### config.mk
export PLATFORM = sky130hd
export DESIGN_NAME = sync_header_message_deframer
export DESIGN_NICKNAME = d
export VERILOG_FILES = /design/src/hw/rtl/shd_pkg.sv /design/src/hw/rtl/sync_header_message_deframer.sv
export SDC_FILE = /design/constraint.sdc
export NUM_CORES = 1
export LEC_CHECK = 0
export BUFFER_PORTS_ARGS = -buffer_cell sky130_fd_sc_hd__buf_2
export CAP_MARGIN = 20
export CORE_ASPECT_RATIO = 0.9
export CORE_UTILIZATION = 60
export DETAILED_ROUTE_END_ITERATION = 8
export PLACE_DENSITY = 0.8
export SLEW_MARGIN = 5
export SYNTH_ARGS = -nofsm -noshare
export SYNTH_HDL_FRONTEND = slang
export SYNTH_SLANG_ARGS = --single-unit
### constraint.sdc
create_clock -name clk_i -period 9.2 [get_ports clk_i]
set_input_delay 1.38 -clock clk_i [delete_from_list [all_inputs] [get_ports clk_i]]
set_output_delay 1.38 -clock clk_i [all_outputs]
set_load 0.05 [all_outputs]
### src/hw/rtl/shd_pkg.sv
package shd_pkg;

  // Sync character that opens every frame
  localparam logic [7:0] SyncChar = 8'h23;

  // Largest accepted payload length after reset
  localparam logic [31:0] DefaultMaxSize = 32'd1048576;

  // Index of the last header byte, and number of id bytes in a header
  localparam logic [2:0] HeaderLast = 3'd5;
  localparam logic [2:0] IdBytes    = 3'd2;

  typedef enum logic [1:0] {
    PH_HUNT    = 2'd0,
    PH_SYNC2   = 2'd1,
    PH_HEADER  = 2'd2,
    PH_PAYLOAD = 2'd3
  } phase_e;

  typedef enum logic [1:0] {
    EVT_PAYLOAD   = 2'd0,
    EVT_EMPTY     = 2'd1,
    EVT_MALFORMED = 2'd2,
    EVT_TOO_BIG   = 2'd3
  } event_kind_e;

  typedef struct packed {
    event_kind_e kind;
    logic [15:0] id;
    logic [7:0]  data;
    logic [31:0] length;
    logic        last;
  } result_t;

endpackage

### src/hw/rtl/sync_header_message_deframer.sv
// An accepted byte's result is registered in the output register or the skid register.
// Throughput: one byte per cycle while in_stall_o is low; the front end and the output
// register run back to back, and a one-entry skid register absorbs a result while the
// output is stalled. Input stall rises only when the skid register is full.
// Reset (rst_ni low, asynchronous): hunting for the first sync byte, no result pending,
// maximum message size back to 1048576.
module sync_header_message_deframer (
  input  logic                 clk_i,
  input  logic                 rst_ni,
  input  logic                 cfg_we_i,
  input  logic [31:0]          cfg_wdata_i,
  input  logic                 in_valid_i,
  output logic                 in_stall_o,
  input  logic [7:0]           data_byte_i,
  output logic                 out_valid_o,
  input  logic                 out_stall_i,
  output shd_pkg::event_kind_e event_kind_o,
  output logic [15:0]          message_id_o,
  output logic [7:0]           payload_byte_o,
  output logic [31:0]          message_length_o,
  output logic                 last_of_message_o
);
  import shd_pkg::*;

  phase_e      phase_q, phase_d;
  logic [2:0]  idx_q, idx_d;
  logic [15:0] id_q, id_d;
  logic [31:0] len_q, len_d;
  logic [31:0] rem_q, rem_d;
  logic [31:0] max_q;

  result_t     res;
  logic        res_vld;
  result_t     out_q, skid_q;
  logic        out_vld_q, skid_vld_q;
  logic        in_xfer, out_xfer;

  assign in_stall_o = skid_vld_q;
  assign in_xfer    = in_valid_i && !skid_vld_q;
  assign out_xfer   = out_vld_q && !out_stall_i;

  // Configuration register
  always_ff @(posedge clk_i or negedge rst_ni) begin
    if (!rst_ni) begin
      max_q <= DefaultMaxSize;
    end else if (cfg_we_i) begin
      max_q <= cfg_wdata_i;
    end
  end

  // Decode one byte: next phase, header gathering and result
  always_comb begin
    phase_d = phase_q;
    idx_d   = idx_q;
    id_d    = id_q;
    len_d   = len_q;
    rem_d   = rem_q;
    res_vld = 1'b0;
    res     = '0;
    if (in_xfer) begin
      case (phase_q)
        PH_SYNC2: begin
          if (data_byte_i == SyncChar) begin
            phase_d = PH_HEADER;
            idx_d   = '0;
            id_d    = '0;
            len_d   = '0;
          end else begin
            phase_d  = PH_HUNT;
            res_vld  = 1'b1;
            res.kind = EVT_MALFORMED;
          end
        end
        PH_HEADER: begin
          if (idx_q < IdBytes) begin
            id_d = {id_q[7:0], data_byte_i};
          end else begin
            len_d = {len_q[23:0], data_byte_i};
          end
          idx_d = idx_q + 3'd1;
          if (idx_q == HeaderLast) begin
            idx_d = '0;
            if (len_d > max_q) begin
              phase_d    = PH_HUNT;
              res_vld    = 1'b1;
              res.kind   = EVT_TOO_BIG;
              res.id     = id_d;
              res.length = len_d;
            end else if (len_d == '0) begin
              phase_d  = PH_HUNT;
              res_vld  = 1'b1;
              res.kind = EVT_EMPTY;
              res.id   = id_d;
              res.last = 1'b1;
            end else begin
              rem_d   = len_d;
              phase_d = PH_PAYLOAD;
            end
          end
        end
        PH_PAYLOAD: begin
          res_vld    = 1'b1;
          res.kind   = EVT_PAYLOAD;
          res.id     = id_q;
          res.data   = data_byte_i;
          res.length = len_q;
          res.last   = (rem_q <= 32'd1);
          if (rem_q <= 32'd1) begin
            rem_d   = '0;
            phase_d = PH_HUNT;
          end else begin
            rem_d = rem_q - 32'd1;
          end
        end
        default: begin
          phase_d = (data_byte_i == SyncChar) ? PH_SYNC2 : PH_HUNT;
        end
      endcase
    end
  end

  // Deframer state
  always_ff @(posedge clk_i or negedge rst_ni) begin
    if (!rst_ni) begin
      phase_q <= PH_HUNT;
      idx_q   <= '0;
      id_q    <= '0;
      len_q   <= '0;
      rem_q   <= '0;
    end else begin
      phase_q <= phase_d;
      idx_q   <= idx_d;
      id_q    <= id_d;
      len_q   <= len_d;
      rem_q   <= rem_d;
    end
  end

  // Output register and skid register: load, drain, hold
  always_ff @(posedge clk_i or negedge rst_ni) begin
    if (!rst_ni) begin
      out_vld_q  <= 1'b0;
      skid_vld_q <= 1'b0;
    end else begin
      if (skid_vld_q) begin
        if (out_xfer) begin
          out_vld_q  <= 1'b1;
          skid_vld_q <= 1'b0;
        end
      end else if (res_vld) begin
        if (out_vld_q && !out_xfer) begin
          skid_vld_q <= 1'b1;
        end else begin
          out_vld_q <= 1'b1;
        end
      end else if (out_xfer) begin
        out_vld_q <= 1'b0;
      end
    end
  end

  always_ff @(posedge clk_i) begin
    if (skid_vld_q) begin
      if (out_xfer) begin
        out_q <= skid_q;
      end
    end else if (res_vld) begin
      if (out_vld_q && !out_xfer) begin
        skid_q <= res;
      end else begin
        out_q <= res;
      end
    end
  end

  assign out_valid_o       = out_vld_q;
  assign event_kind_o      = out_q.kind;
  assign message_id_o      = out_q.id;
  assign payload_byte_o    = out_q.data;
  assign message_length_o  = out_q.length;
  assign last_of_message_o = out_q.last;

endmodule

==> results of run 1 <==
[worst max-delay path: cells and delay by family (launching register included)]
kind / cells / cell delay, ns
compound gates: 3 / 0.97
simple gates: 5 / 1.59
flops: 1 / 0.42
fa+ha+maj: 1 / 0.34
mux: 1 / 0.35
buf+inv: 3 / 1.23
[per-stage QoR]
| stage | hold WS (ns) | util, % | instances | area [µm²] |
|---|---|---|---|---|
| finish | 0.515 | 70.0 | 1674 | 14200 |
| global route | 0.543 | 70.0 | 1674 | 14200 |
| CTS | 0.513 | 70.0 | 1674 | 14200 |
| detailed placement | 0.499 | 65.4 | 1629 | 13300 |
| global placement | 0.486 | 65.4 | 1629 | 13300 |
| floorplan | 0.471 | - | 1315 | 12600 |
[per-layer routing]
metal | global-route usage (%) | vias to the layer above | share of wire [%]
met3 | 6.04 | 118 | 11
met4 | 14.3 | 0 | 4.9
met2 | 48.1 | 726 | 44
li1 | - | 4933 | -
met5 | 0 | - | 0
met1 | 47.6 | 5144 | 41
[state kept, by name, summed over array words and instances (netlist names)]
register / count
event_kind_o: 2
id_q: 16
idx_q: 3
in_stall_o: 1
last_of_message_o: 1
len_q: 32
max_q: 32
message_id_o: 16
message_length_o: 32
out_valid_o: 1
payload_byte_o: 8
phase_q: 2
rem_q: 32
skid_q: 59
[power by group through the flow]
stage | Clock (µW) | Sequential, µW | Combinational, µW
floorplan | 0 | 1160 | 103
global placement | 0 | 1160 | 159
detailed placement | 0 | 1160 | 166
CTS | 1140 | 1140 | 167
global route | 1170 | 1150 | 188
finish | 1130 | 1140 | 170
[cells in the final DEF, fill, tap and decap left out, types with 25 or more instances in the layout]
| cell | n |
|---|---|
| nand2_1 | 289 |
| edfxtp_1 | 118 |
| dfrtp_1 | 117 |
| buf_2 | 104 |
| o21ai_0 | 81 |
| a22oi_1 | 81 |
| inv_1 | 74 |
| nor2_1 | 56 |
| o21ai_1 | 39 |
| ha_1 | 38 |
| o31ai_1 | 37 |
| a21oi_1 | 32 |
| nand4_1 | 29 |
| clkbuf_16 | 25 |
[layout make-up]
cell class,count,share of cell area [%]
clock inverters,10,1.59
clock buffers,35,4.88
well taps,280,2.47
inverters,75,1.98
repair buffers,123,4.67
multi-input cells,914,38.5
flip-flops and latches,237,46.0
[worst max-delay path by stage]
| stage | start | end |
|---|---|---|
| finish | idx_q[2]$_DFFE_PN0P_ | skid_q[22]$_DFFE_PP_ |
| global route | idx_q[2]$_DFFE_PN0P_ | skid_q[26]$_DFFE_PP_ |
| CTS | idx_q[2]$_DFFE_PN0P_ | skid_q[17]$_DFFE_PP_ |
| detailed placement | data_byte_i[6] | skid_q[22]$_DFFE_PP_ |
| global placement | data_byte_i[6] | skid_q[22]$_DFFE_PP_ |
| floorplan | data_byte_i[1] | event_kind_o[0]$_DFFE_PP_ |
[cells by family after synthesis]
| group | Yosys count |
|---|---|
| AO/OA/AOI/OAI | 376 |
| adder cells (fa/ha/maj) | 38 |
| buffers and inverters | 164 |
| flip-flops | 237 |
| multiplexers | 16 |
| AND/OR/NAND/NOR | 484 |
==> metrics.md, run 1 <==
| Metric | Value |
|---|---|
| Post-Synth Simple-Gate Area | 17.3% |
| Worst reg2reg path endpoint | skid_q[22]$_DFFE_PP_ |
| Synthesized area | 0.0126 mm² |
| Antenna diode count | 0 |
| Worst slew margin | 26.2% |
| YS warnings | 0 |
| Req. time, crit path | 9.35 ns |
| PortBufs | 105 |
| Area Overhead vs Synth | 12.8% |
| Top cells by count, synth | nand2_1 (290), dfrtp_1 (118), edfxtp_1 (118) |
| Final Max Slew Viols | 0 |
| CTS Sinks | 237 |
| Vias in the first global route | 9843 |
| Die area | 0.0216 mm² |
| DR iter-0 viols | 1685 |
| Critical Setup Path Class | reg2reg |
| Final wirelength | 35.2 mm |
| Largest stage delay, worst path | 0.62 ns |
| Worst slack, placed | 3.54 ns |
| Chip height | 139 µm |
| CP Capture Type | flip-flop |
| Setup TNS | 0 ns |
| Register area share after synthesis | 51.8% |
| Root Driver | clkbuf_16 |
| Worst Tran Pin Value | 1.11 ns |
| Multi-input logic area | 0.00546 mm² |
| # resized after CTS | 0 |
| Antenna violations before repair | 0 |
| # setup viols final | 0 |
| Register-to-register setup slack | 3.86 ns |
| Final hold vios | 0 |
| Largest net degree at the start of global routing | 73 |
| Sequential share of power | 46.9% |
| # DRC | 0 |
| Hold-fix buffers, CTS | 0 |
| Synth unique cells | 67 |
| Leading post-synthesis cells by cell area | edfxtp_1 (28%), dfrtp_1 (23%), nand2_1 (8.6%) |
| First-pass GRT wire length | 55.1 mm |
| Async set or reset register ratio after synthesis | 50.2% |
| CTS buffer count | 25 |
| Crit-path max FO | 49 |
| Clk Latency, worst-skew pair | 0.52 ns |
| Net count, final | 1459 |
| Worst-path clk slew | 0.06 ns |
| # H-tree levels | 1 |
| Clock power frac | 46.1% |
| Hold path cells | 2 |
| Net switching power | 544 µW |
| Core area | 0.0203 mm² |
| Die width | 155 µm |
| Fill cells | 1489 |
| WL/cell | 21.1 µm |
| Worst setup slack after layout | 3.86 ns |
| Post-synth EDFFs | 118 |
| Run status | complete, no violations |
| Worst path most repeated cell | buf_4 |
| Leak Pwr | 0.00549 µW |
| Synth area leader | edfxtp_1 |
| Critical hold path startpoint | id_q[8]$_DFFE_PN0P_ |
| Path depth of the worst reg2reg path | 13 |
| Via density per instance | 6.52 |
| Routed Antenna Nets | 0 |
| Max_cap viols | 0 |
| Mux contribution to synthesized area | 1.28% |
| Max Fclk | 0.187 GHz |
| Startpoint types | flip-flop |
| Pwr/cell area | 172 mW/mm² |
| Top FF cell, synth | edfxtp_1 |
| Layout cells sized above 1 | 14.3% |
| DR pass1 iterations | 6 |
| # IOs | 106 |
| DP HPWL | 23.4 mm |
| Syn Inst Count | 1315 |
| Largest family of logic cells by synthesized area | compound AO/OA/AOI/OAI gates |
| Skew final | 0.0116 ns |
| Top-count cell post-synth | nand2_1 |
| Hold Path Sink | id_q[8]$_DFFE_PN0P_ |
| Yosys reg bits | 237 |
| Sw Share | 22.3% |
| R2R Path Start | idx_q[2]$_DFFE_PN0P_ |
| RSZ-0062 raised after global routing | no |
| Synth Area per Inst | 9.57 µm² |
| Gate power share | 7.0% |
| Total gr overflow | 0 |
| Post-CTS Setup Inserts | 0 |
| HP Class | reg2reg |
| Xor/xnor share of the synthesized area | 0% |
| Max VDD drop | 0.000116 V |
| CTS tree | yes |
| Adder-cell area share of the yosys netlist | 3.78% |
| Synth Area in Compound Gates | 20.7% |
| Crit share post-route | 58.1% |
| Crit path DAT | 5.49 ns |
| Yosys top cell area share | 28.2% |
| Crit-path slowest cell | buf_4 |
| Routability Congestion | 0.950 |
| Post-route minimum period | 5.34 ns |
| Initial Utilization | 62.0% |
| Final Power | 2440 µW |
| Internal power | 1900 µW |
| Total number of vias | 10921 |
| Clk buf depth | 3 |
| CP cell instances | or2_2 -> buf_4 -> mux2i_1 -> inv_1 -> ha_1 -> nand4_1 -> nor4_1 -> nor2b_1 -> o31a_1 -> o31ai_1 -> a311o_1 -> nor2_4 -> buf_4 |
| Total Routing Usage GR | 32.7% |
| Mapped Nets | 1398 |
| FP Rows | 49 |
| Register area | 0.00652 mm² |
Note: power is estimated with default switching activity, not from simulation.
==> inputs of run 2 (changes only) <==
- clock period: 9.2 -> 5.1 ns (I/O delays scaled with it)
==> run 2 against run 1 <==
Non-clock buffer count increased by 17. Register-to-register slack worse by 3.6 ns. Via count grew 1.8%. Routed wire length rose by 5.3%. Clock-buffer cell count decreased by 4. Die area is the same. Maximum frequency rose by 10%. Combinational power is 89% higher. Global-route usage increased by 1.7 points. Core utilization is 0.29 points higher. Cell area increased by 0.41%.
==> metrics.md, run 2 (synthesis results as in run 1) <==
| Metric | Value |
|---|---|
| Run status | complete, no violations |
| Crit share post-route | 94.9% (+37 points) |
| Setup TNS | 0 ns (unchanged) |
| Max_cap viols | 0 (unchanged) |
| Clk buf depth | 3 (unchanged) |
| Vias in the first global route | 10303 (+4.7%) |
| DR pass1 iterations | 6 (unchanged) |
| RSZ-0062 raised after global routing | no |
| Crit-path leading delay family | simple AND/OR/NAND/NOR gates |
| Clk Latency, worst-skew pair | 0.53 ns (about the same) |
| Register-to-register setup slack | 0.26 ns (-3.59 ns) |
| Core area | 0.0203 mm² (unchanged) |
| Net count, final | 1476 (+1.2%) |
| Most frequent cells in the layout | nand2_1 (289), edfxtp_1 (118), dfrtp_1 (117) |
| M1 WL | 14.5 mm (+1.1%) |
| Worst slew margin | 32.4% (+6.3 points) |
| Sequential share of power | 48.6% (+1.7 points) |
| Largest register FFs | 59 (unchanged) |
| Die area | 0.0216 mm² (unchanged) |
| HP Class | in2async |
| Post-DP Area | 0.0134 mm² (+1.1%) |
| Root Driver | clkbuf_16 |
| # DRC | 0 (unchanged) |
| CTS buffer count | 25 (unchanged) |
| Post-route minimum period | 4.84 ns (-0.507 ns) |
| Via density per instance | 6.58 (+0.86%) |
| Finished Layout Cells | 1690 (+0.96%) |
| Max VDD drop | 0.000257 V (+120%) |
| Final Max Slew Viols | 0 (unchanged) |
| FP Rows | 49 (unchanged) |
| CP Capture Type | flip-flop |
| Net switching power | 1000 µW (+85%) |
| Area Overhead vs Synth | 13.3% |
| PortBufs | 105 (unchanged) |
| CP cell instances | or2_4 -> mux2i_1 -> inv_1 -> ha_1 -> nand4_1 -> nor4_1 -> nor2b_1 -> o31a_1 -> o31ai_1 -> a311o_1 -> nor2_4 -> buf_12 |
| Largest stage delay, worst path | 0.69 ns (+0.07 ns) |
| Clock power frac | 43.8% (-2.3 points) |
| Final wirelength | 37.1 mm (+5.3%) |
| Top reg by flops | skid_q |
| Largest net degree at the start of global routing | 70 (-4.1%) |
| Max Fclk | 0.207 GHz (+10%) |
| Met3 wire length | 4.74 mm (+25%) |
| Total gr overflow | 0 (unchanged) |
| Gate power share | 7.6% (+0.6 points) |
| Antenna violations before repair | 0 (unchanged) |
| Total number of vias | 11120 (+1.8%) |
| Crit path DAT | 5.04 ns (-0.45 ns) |
| Die width | 155 µm (unchanged) |
| Worst Tran Pin Value | 1.00 ns (-0.103 ns) |
| Final Power | 4250 µW (+74%) |
| # setup viols final | 0 (unchanged) |
| Skew final | 0.0170 ns (+0.00541 ns) |
| Uppermost layer routed | met4 |
| Crit-path max FO | 38 (-22%) |
| Crit-path slowest cell | nor4_1 |
| Worst Path Buf+Inv | 2 (-1) |
| Req. time, crit path | 5.30 ns (-4.05 ns) |
| Antenna diode count | 0 (unchanged) |
| Critical Setup Path Class | reg2reg |
| Commonest non-fill, non-tap cell in the layout | nand2_1 |
| Internal power | 3240 µW (+71%) |
| CTS Sinks | 237 (unchanged) |
| Chip height | 139 µm (unchanged) |
| Met2 wire len | 16.1 mm (+4.6%) |
| DR iter-0 viols | 1605 (-4.7%) |
| DP HPWL | 24.9 mm (+6.3%) |
| First-pass GRT wire length | 57.7 mm (+4.8%) |
| Leak Pwr | 0.00554 µW (+0.80%) |
| Fin area | 0.0143 mm² (+0.41%) |
| Pwr/cell area | 298 mW/mm² (+73%) |
| Total Routing Usage GR | 34.4% (+1.7 points) |
| WL/cell | 22.0 µm (+4.3%) |
| Post-CTS Setup Inserts | 0 (unchanged) |
| Initial Utilization | 62.0% (unchanged) |
| Routed Antenna Nets | 0 (unchanged) |
| Worst-path clk slew | 0.06 ns (about the same) |
| # H-tree levels | 1 (unchanged) |
| Routability Congestion | 1.03 (+8.8%) |
| Final hold vios | 0 (unchanged) |
| Startpoint types | flip-flop |
| Placed cell count | 1646 (+1.0%) |
| # IOs | 106 (unchanged) |
| CTS tree | yes |
| Layout cells sized above 1 | 15.2% (+0.83 points) |
| Sw Share | 23.6% (+1.4 points) |
run 2: cell count changes in the layout (fill, tap and decap cells not counted):
cell       previous run  this run
clkinv_2              3         4
buf_4                19        34
clkinv_1              0         4
clkbuf_1              7         5
clkinv_4              0         1
bufinv_16             7         4
buf_12                0         2
or2_2                 4         3
clkbuf_8              3         1
or2_4                 0         1
run 2: timing repair:
action                                  4_1_cts  5_1_grt
gates resized for setup                       0        1
hold buffers                                  0        0
endpoints found under the setup margin        0       49
run 2: final timing paths:
path,startpoint,to,cells after the start
setup / recovery,idx_q[2]$_DFFE_PN0P_,skid_q[9]$_DFFE_PP_,12
min in group clk_i,cfg_wdata_i[31],max_q[31]$_DFFE_PN0P_,3
hold / removal,rst_ni,max_q[28]$_DFFE_PN0P_,2
hold reg to reg,id_q[9]$_DFFE_PN0P_,id_q[9]$_DFFE_PN0P_,2
setup reg to reg,idx_q[2]$_DFFE_PN0P_,skid_q[9]$_DFFE_PP_,12
max in group asynchronous,rst_ni,in_stall_o$_DFF_PN0_,2
run 2: power groups by stage:
| stage | Combinational, µW | Clock [µW] | Sequential [µW] |
|---|---|---|---|
| 6_report | 322 | 1860 | 2070 |
| 5_1_grt | 352 | 1930 | 2070 |
| 4_1_cts | 312 | 1870 | 2070 |
| 3_5_place_dp | 309 | 0 | 2100 |
| 3_3_place_gp | 300 | 0 | 2100 |
| 2_1_floorplan | 187 | 0 | 2090 |
run 2: worst register-to-register path, cell delays in order, from the launching register on:
cell     delay, ns
dfrtp_1       0.43
or2_4         0.42
mux2i_1       0.37
inv_1         0.13
ha_1          0.33
nand4_1       0.18
nor4_1        0.69
nor2b_1       0.27
o31a_1        0.36
o31ai_1       0.18
a311o_1       0.44
nor2_4        0.38
buf_12        0.29
run 2: routing by layer:
metal | vias up | GRT usage, %
met1 | 5174 | 49.2
li1 | 4990 | -
met5 | - | 0
met2 | 815 | 51.0
met4 | 0 | 15.4
met3 | 141 | 6.82
run 2: per-stage QoR:
stage          setup WS (ns)  util [%]  hold slack [ns]
6_report               0.262      70.3            0.386
5_1_grt                0.103      70.3            0.447
4_1_cts                0.313      70.2            0.410
3_5_place_dp           0.377      66.2            0.504
3_3_place_gp           0.522      66.2            0.486
2_1_floorplan          0.357         -            0.469
run 2: layout make-up:
type	count	area [µm²]
clock inverters	13	164
inverters	75	282
fillers	1495	6040
multi-input cells	914	5460
repair buffers	140	816
well taps	280	350
clock buffers	31	658
flip-flops and latches	237	6520
==> inputs of run 3 (changes only) <==
- ABC_AREA: not set -> 1
==> run 3 against run 2 <==
Maximum frequency grew 16%. Synthesized cell count grew 13%. Non-clock buffer count shrank 18. Power shrank 3.6%. Die area shrank 0.12%.
==> metrics.md, run 3 <==
| Metric | Value |
|---|---|
| Synthesized area | 0.0126 mm² (-0.12%) |
| Fin area | 0.0141 mm² (-0.86%) |
| WL/cell | 17.1 µm (-22%) |
| Max VDD drop | 0.000271 V (+5.4%) |
| Total gr overflow | 0 (unchanged) |
| Core area | 0.0202 mm² (-0.30%) |
| Async set or reset register ratio after synthesis | 50.2% (unchanged) |
| Crit-path slowest cell | buf_4 |
| Worst-path clk slew | 0.07 ns (about the same) |
| # H-tree levels | 1 (unchanged) |
| Net count, final | 1654 (+12%) |
| Setup TNS | 0 ns (unchanged) |
| Layout cells sized above 1 | 13.7% (-1.5 points) |
| CTS buffer count | 24 (-4.0%) |
| Post-route minimum period | 4.18 ns (-0.660 ns) |
| Top cells by count, synth | nand2_1 (402), inv_1 (252), dfrtp_1 (118), edfxtp_1 (118), nor2_1 (107) |
| # setup viols final | 0 (unchanged) |
| Antenna violations before repair | 0 (unchanged) |
| Die area | 0.0215 mm² (-0.12%) |
| Pwr/cell area | 290 mW/mm² (-2.8%) |
| Top FF cell, synth | edfxtp_1 |
| Met2 wire len | 14.0 mm (-13%) |
| # resized after CTS | 0 (unchanged) |
| Skew final | 0.0138 ns (-0.00323 ns) |
| Final wirelength | 31.5 mm (-15%) |
| Yosys top cell area share | 28.2% (+0.034 points) |
| Post-synth EDFFs | 118 (unchanged) |
| DR pass1 iterations | 8 (+2) |
| Via density per instance | 5.60 (-15%) |
| # DRC | 0 (unchanged) |
| Crit share post-route | 81.9% (-13 points) |
| Area Overhead vs Synth | 12.4% |
| Leak Pwr | 0.00700 µW (+26%) |
| YS warnings | 0 (unchanged) |
| FP Rows | 49 (unchanged) |
| Most frequent cells in the layout | nand2_1 (402), inv_1 (252), edfxtp_1 (118) |
| Max_cap viols | 0 (unchanged) |
| Crit path DAT | 4.32 ns (-0.72 ns) |
| Syn Inst Count | 1490 (+13%) |
| DR iter-0 viols | 1098 (-32%) |
| CTS tree | yes |
| Hold-fix buffers, CTS | 0 (unchanged) |
| Antenna diode count | 0 (unchanged) |
| Post-DP Area | 0.0132 mm² (-1.4%) |
| RSZ-0062 raised after global routing | no |
| Max Fclk | 0.239 GHz (+16%) |
| Leading post-synthesis cells by cell area | edfxtp_1 (28%), dfrtp_1 (23%), nand2_1 (12%) |
| Final Max Slew Viols | 0 (unchanged) |
| M1 WL | 13.6 mm (-5.7%) |
| Largest register FFs | 59 (unchanged) |
| Chip height | 139 µm (about the same) |
| Largest net degree at the start of global routing | 101 (+44%) |
| Startpoint types | flip-flop |
| Routability Congestion | 0.973 (-5.9%) |
| Root Driver | clkbuf_16 |
| Worst path most repeated cell | nand2_1 |
| DP HPWL | 22.3 mm (-10%) |
| Met3 wire length | 2.58 mm (-46%) |
| Critical Setup Path Class | reg2reg |
| Worst Tran Pin Value | 0.947 ns (-0.0571 ns) |
| Total number of vias | 10319 (-7.2%) |
| HP Class | in2async |
| Crit-path max FO | 59 (+55%) |
| Register area | 0.00652 mm² (unchanged) |
| Die width | 155 µm (about the same) |
| Mapped Nets | 1573 (+13%) |
| Routed Antenna Nets | 0 (unchanged) |
| CTS Sinks | 237 (unchanged) |
| CP Capture Type | flip-flop |
| Commonest non-fill, non-tap cell in the layout | nand2_1 |
| Synth Area per Inst | 8.44 µm² (-12%) |
| Top-count cell post-synth | nand2_1 |
| Top reg by flops | skid_q |
| Synth unique cells | 38 (-43%) |
| Clk buf depth | 3 (unchanged) |
| Yosys reg bits | 237 (unchanged) |
| Clk Latency, worst-skew pair | 0.53 ns (about the same) |
| Synth area leader | edfxtp_1 |
| First-pass GRT wire length | 51.1 mm (-11%) |
| Initial Utilization | 62.1% (+0.11 points) |
| # IOs | 106 (unchanged) |
| Fill cells | 1566 (+4.7%) |
| Uppermost layer routed | met4 |
| Req. time, crit path | 5.25 ns (-0.05 ns) |
| Total Routing Usage GR | 30.1% (-4.4 points) |
| Final hold vios | 0 (unchanged) |
| Vias in the first global route | 9864 (-4.3%) |
| Largest stage delay, worst path | 0.60 ns (-0.09 ns) |
| CP cell instances | nor2_4 -> buf_4 -> nand2_1 -> o21ai_1 -> inv_1 -> ha_1 -> nand4_1 -> nor2_1 -> nand2_1 -> nand2_1 -> nand2_1 -> nand2_1 -> nand2_1 -> nand2_1 -> nand3_1 -> nand2_1 -> nand2_1 -> a21oi_4 -> buf_4 |
| Register area share after synthesis | 51.9% (+0.062 points) |
| Post-CTS Setup Inserts | 0 (unchanged) |
| Multi-input logic area | 0.00477 mm² (-13%) |
| Worst slew margin | 36.8% (+4.4 points) |
| PortBufs | 105 (unchanged) |
| Run status | complete, no violations |
==> run 3: worst max-delay path: cells and delay by family, from the launching register on <==
kind / cells / cell delay (ns)
AOI/OAI and AO/OA: 2 / 0.30
adders and majority gates: 1 / 0.32
buffers and inverters: 3 / 1.00
DFF: 1 / 0.41
and+or+nand+nor: 13 / 1.68
==> run 3: worst paths after layout <==
| path | start | end | slack, ns | cells past startpoint |
|---|---|---|---|---|
| setup / recovery | idx_q[1]$_DFFE_PN0P_ | message_length_o[11]$_DFFE_PP_ | 0.92 | 19 |
| hold / removal | rst_ni | rem_q[16]$_DFFE_PN0P_ | 0.09 | 1 |
| setup reg to reg | idx_q[1]$_DFFE_PN0P_ | message_length_o[11]$_DFFE_PP_ | 0.92 | 19 |
| hold reg to reg | len_q[31]$_DFFE_PN0P_ | len_q[31]$_DFFE_PN0P_ | 0.49 | 2 |
| max in group asynchronous | rst_ni | len_q[24]$_DFFE_PN0P_ | 4.22 | 2 |
| min in group clk_i | cfg_wdata_i[31] | max_q[31]$_DFFE_PN0P_ | 0.45 | 3 |
==> run 3: final cells by class <==
class | instances | area share (%)
Multi-Input combinational cell | 930 | 33.7
Tap cell | 255 | 2.26
Clock inverter | 17 | 1.56
Sequential cell | 237 | 46.2
Timing Repair Buffer | 122 | 4.96
Clock buffer | 27 | 4.55
Inverter | 256 | 6.80
==> run 3: layer usage <==
layer / up-vias / track usage, %
li1: 4991 / -
met1: 4820 / 42.0
met2: 426 / 46.2
met3: 82 / 6.38
met4: 0 / 11.5
met5: - / 0
==> run 3: report_power, final <==
part           internal, µW  switching [µW]  leakage, µW  total, µW
combinational          46.2             103      0.00394        150
sequential             2020            6.53      0.00264       2020
clock                  1160             760     0.000420       1920
==> run 3: logic make-up (layout without fill, tap and decap cells) <==
family	after synthesis	count (layout)	synth area share (%)
adders and majority gates	38	38	3.78
and+or+nand+nor	576	576	18.3
muxes	1	1	0.0896
DFF	237	237	51.9
buffers and inverters	323	422	10.4
AOI/OAI and AO/OA	293	293	14.0
xor gates and xnor gates	22	22	1.53
==> run 3: metrics by stage <==
stage	hold slack, ns	utilization (%)	setup WS [ns]	total power [µW]	cells
finish	0.0921	69.9	0.922	4100	1844
global route	0.0833	69.9	0.598	4210	1844
CTS	0.439	69.7	0.984	4110	1843
detailed placement	0.474	65.5	1.03	2210	1799
global placement	0.467	65.5	1.14	2200	1799
floorplan	0.453	-	0.665	2130	1490
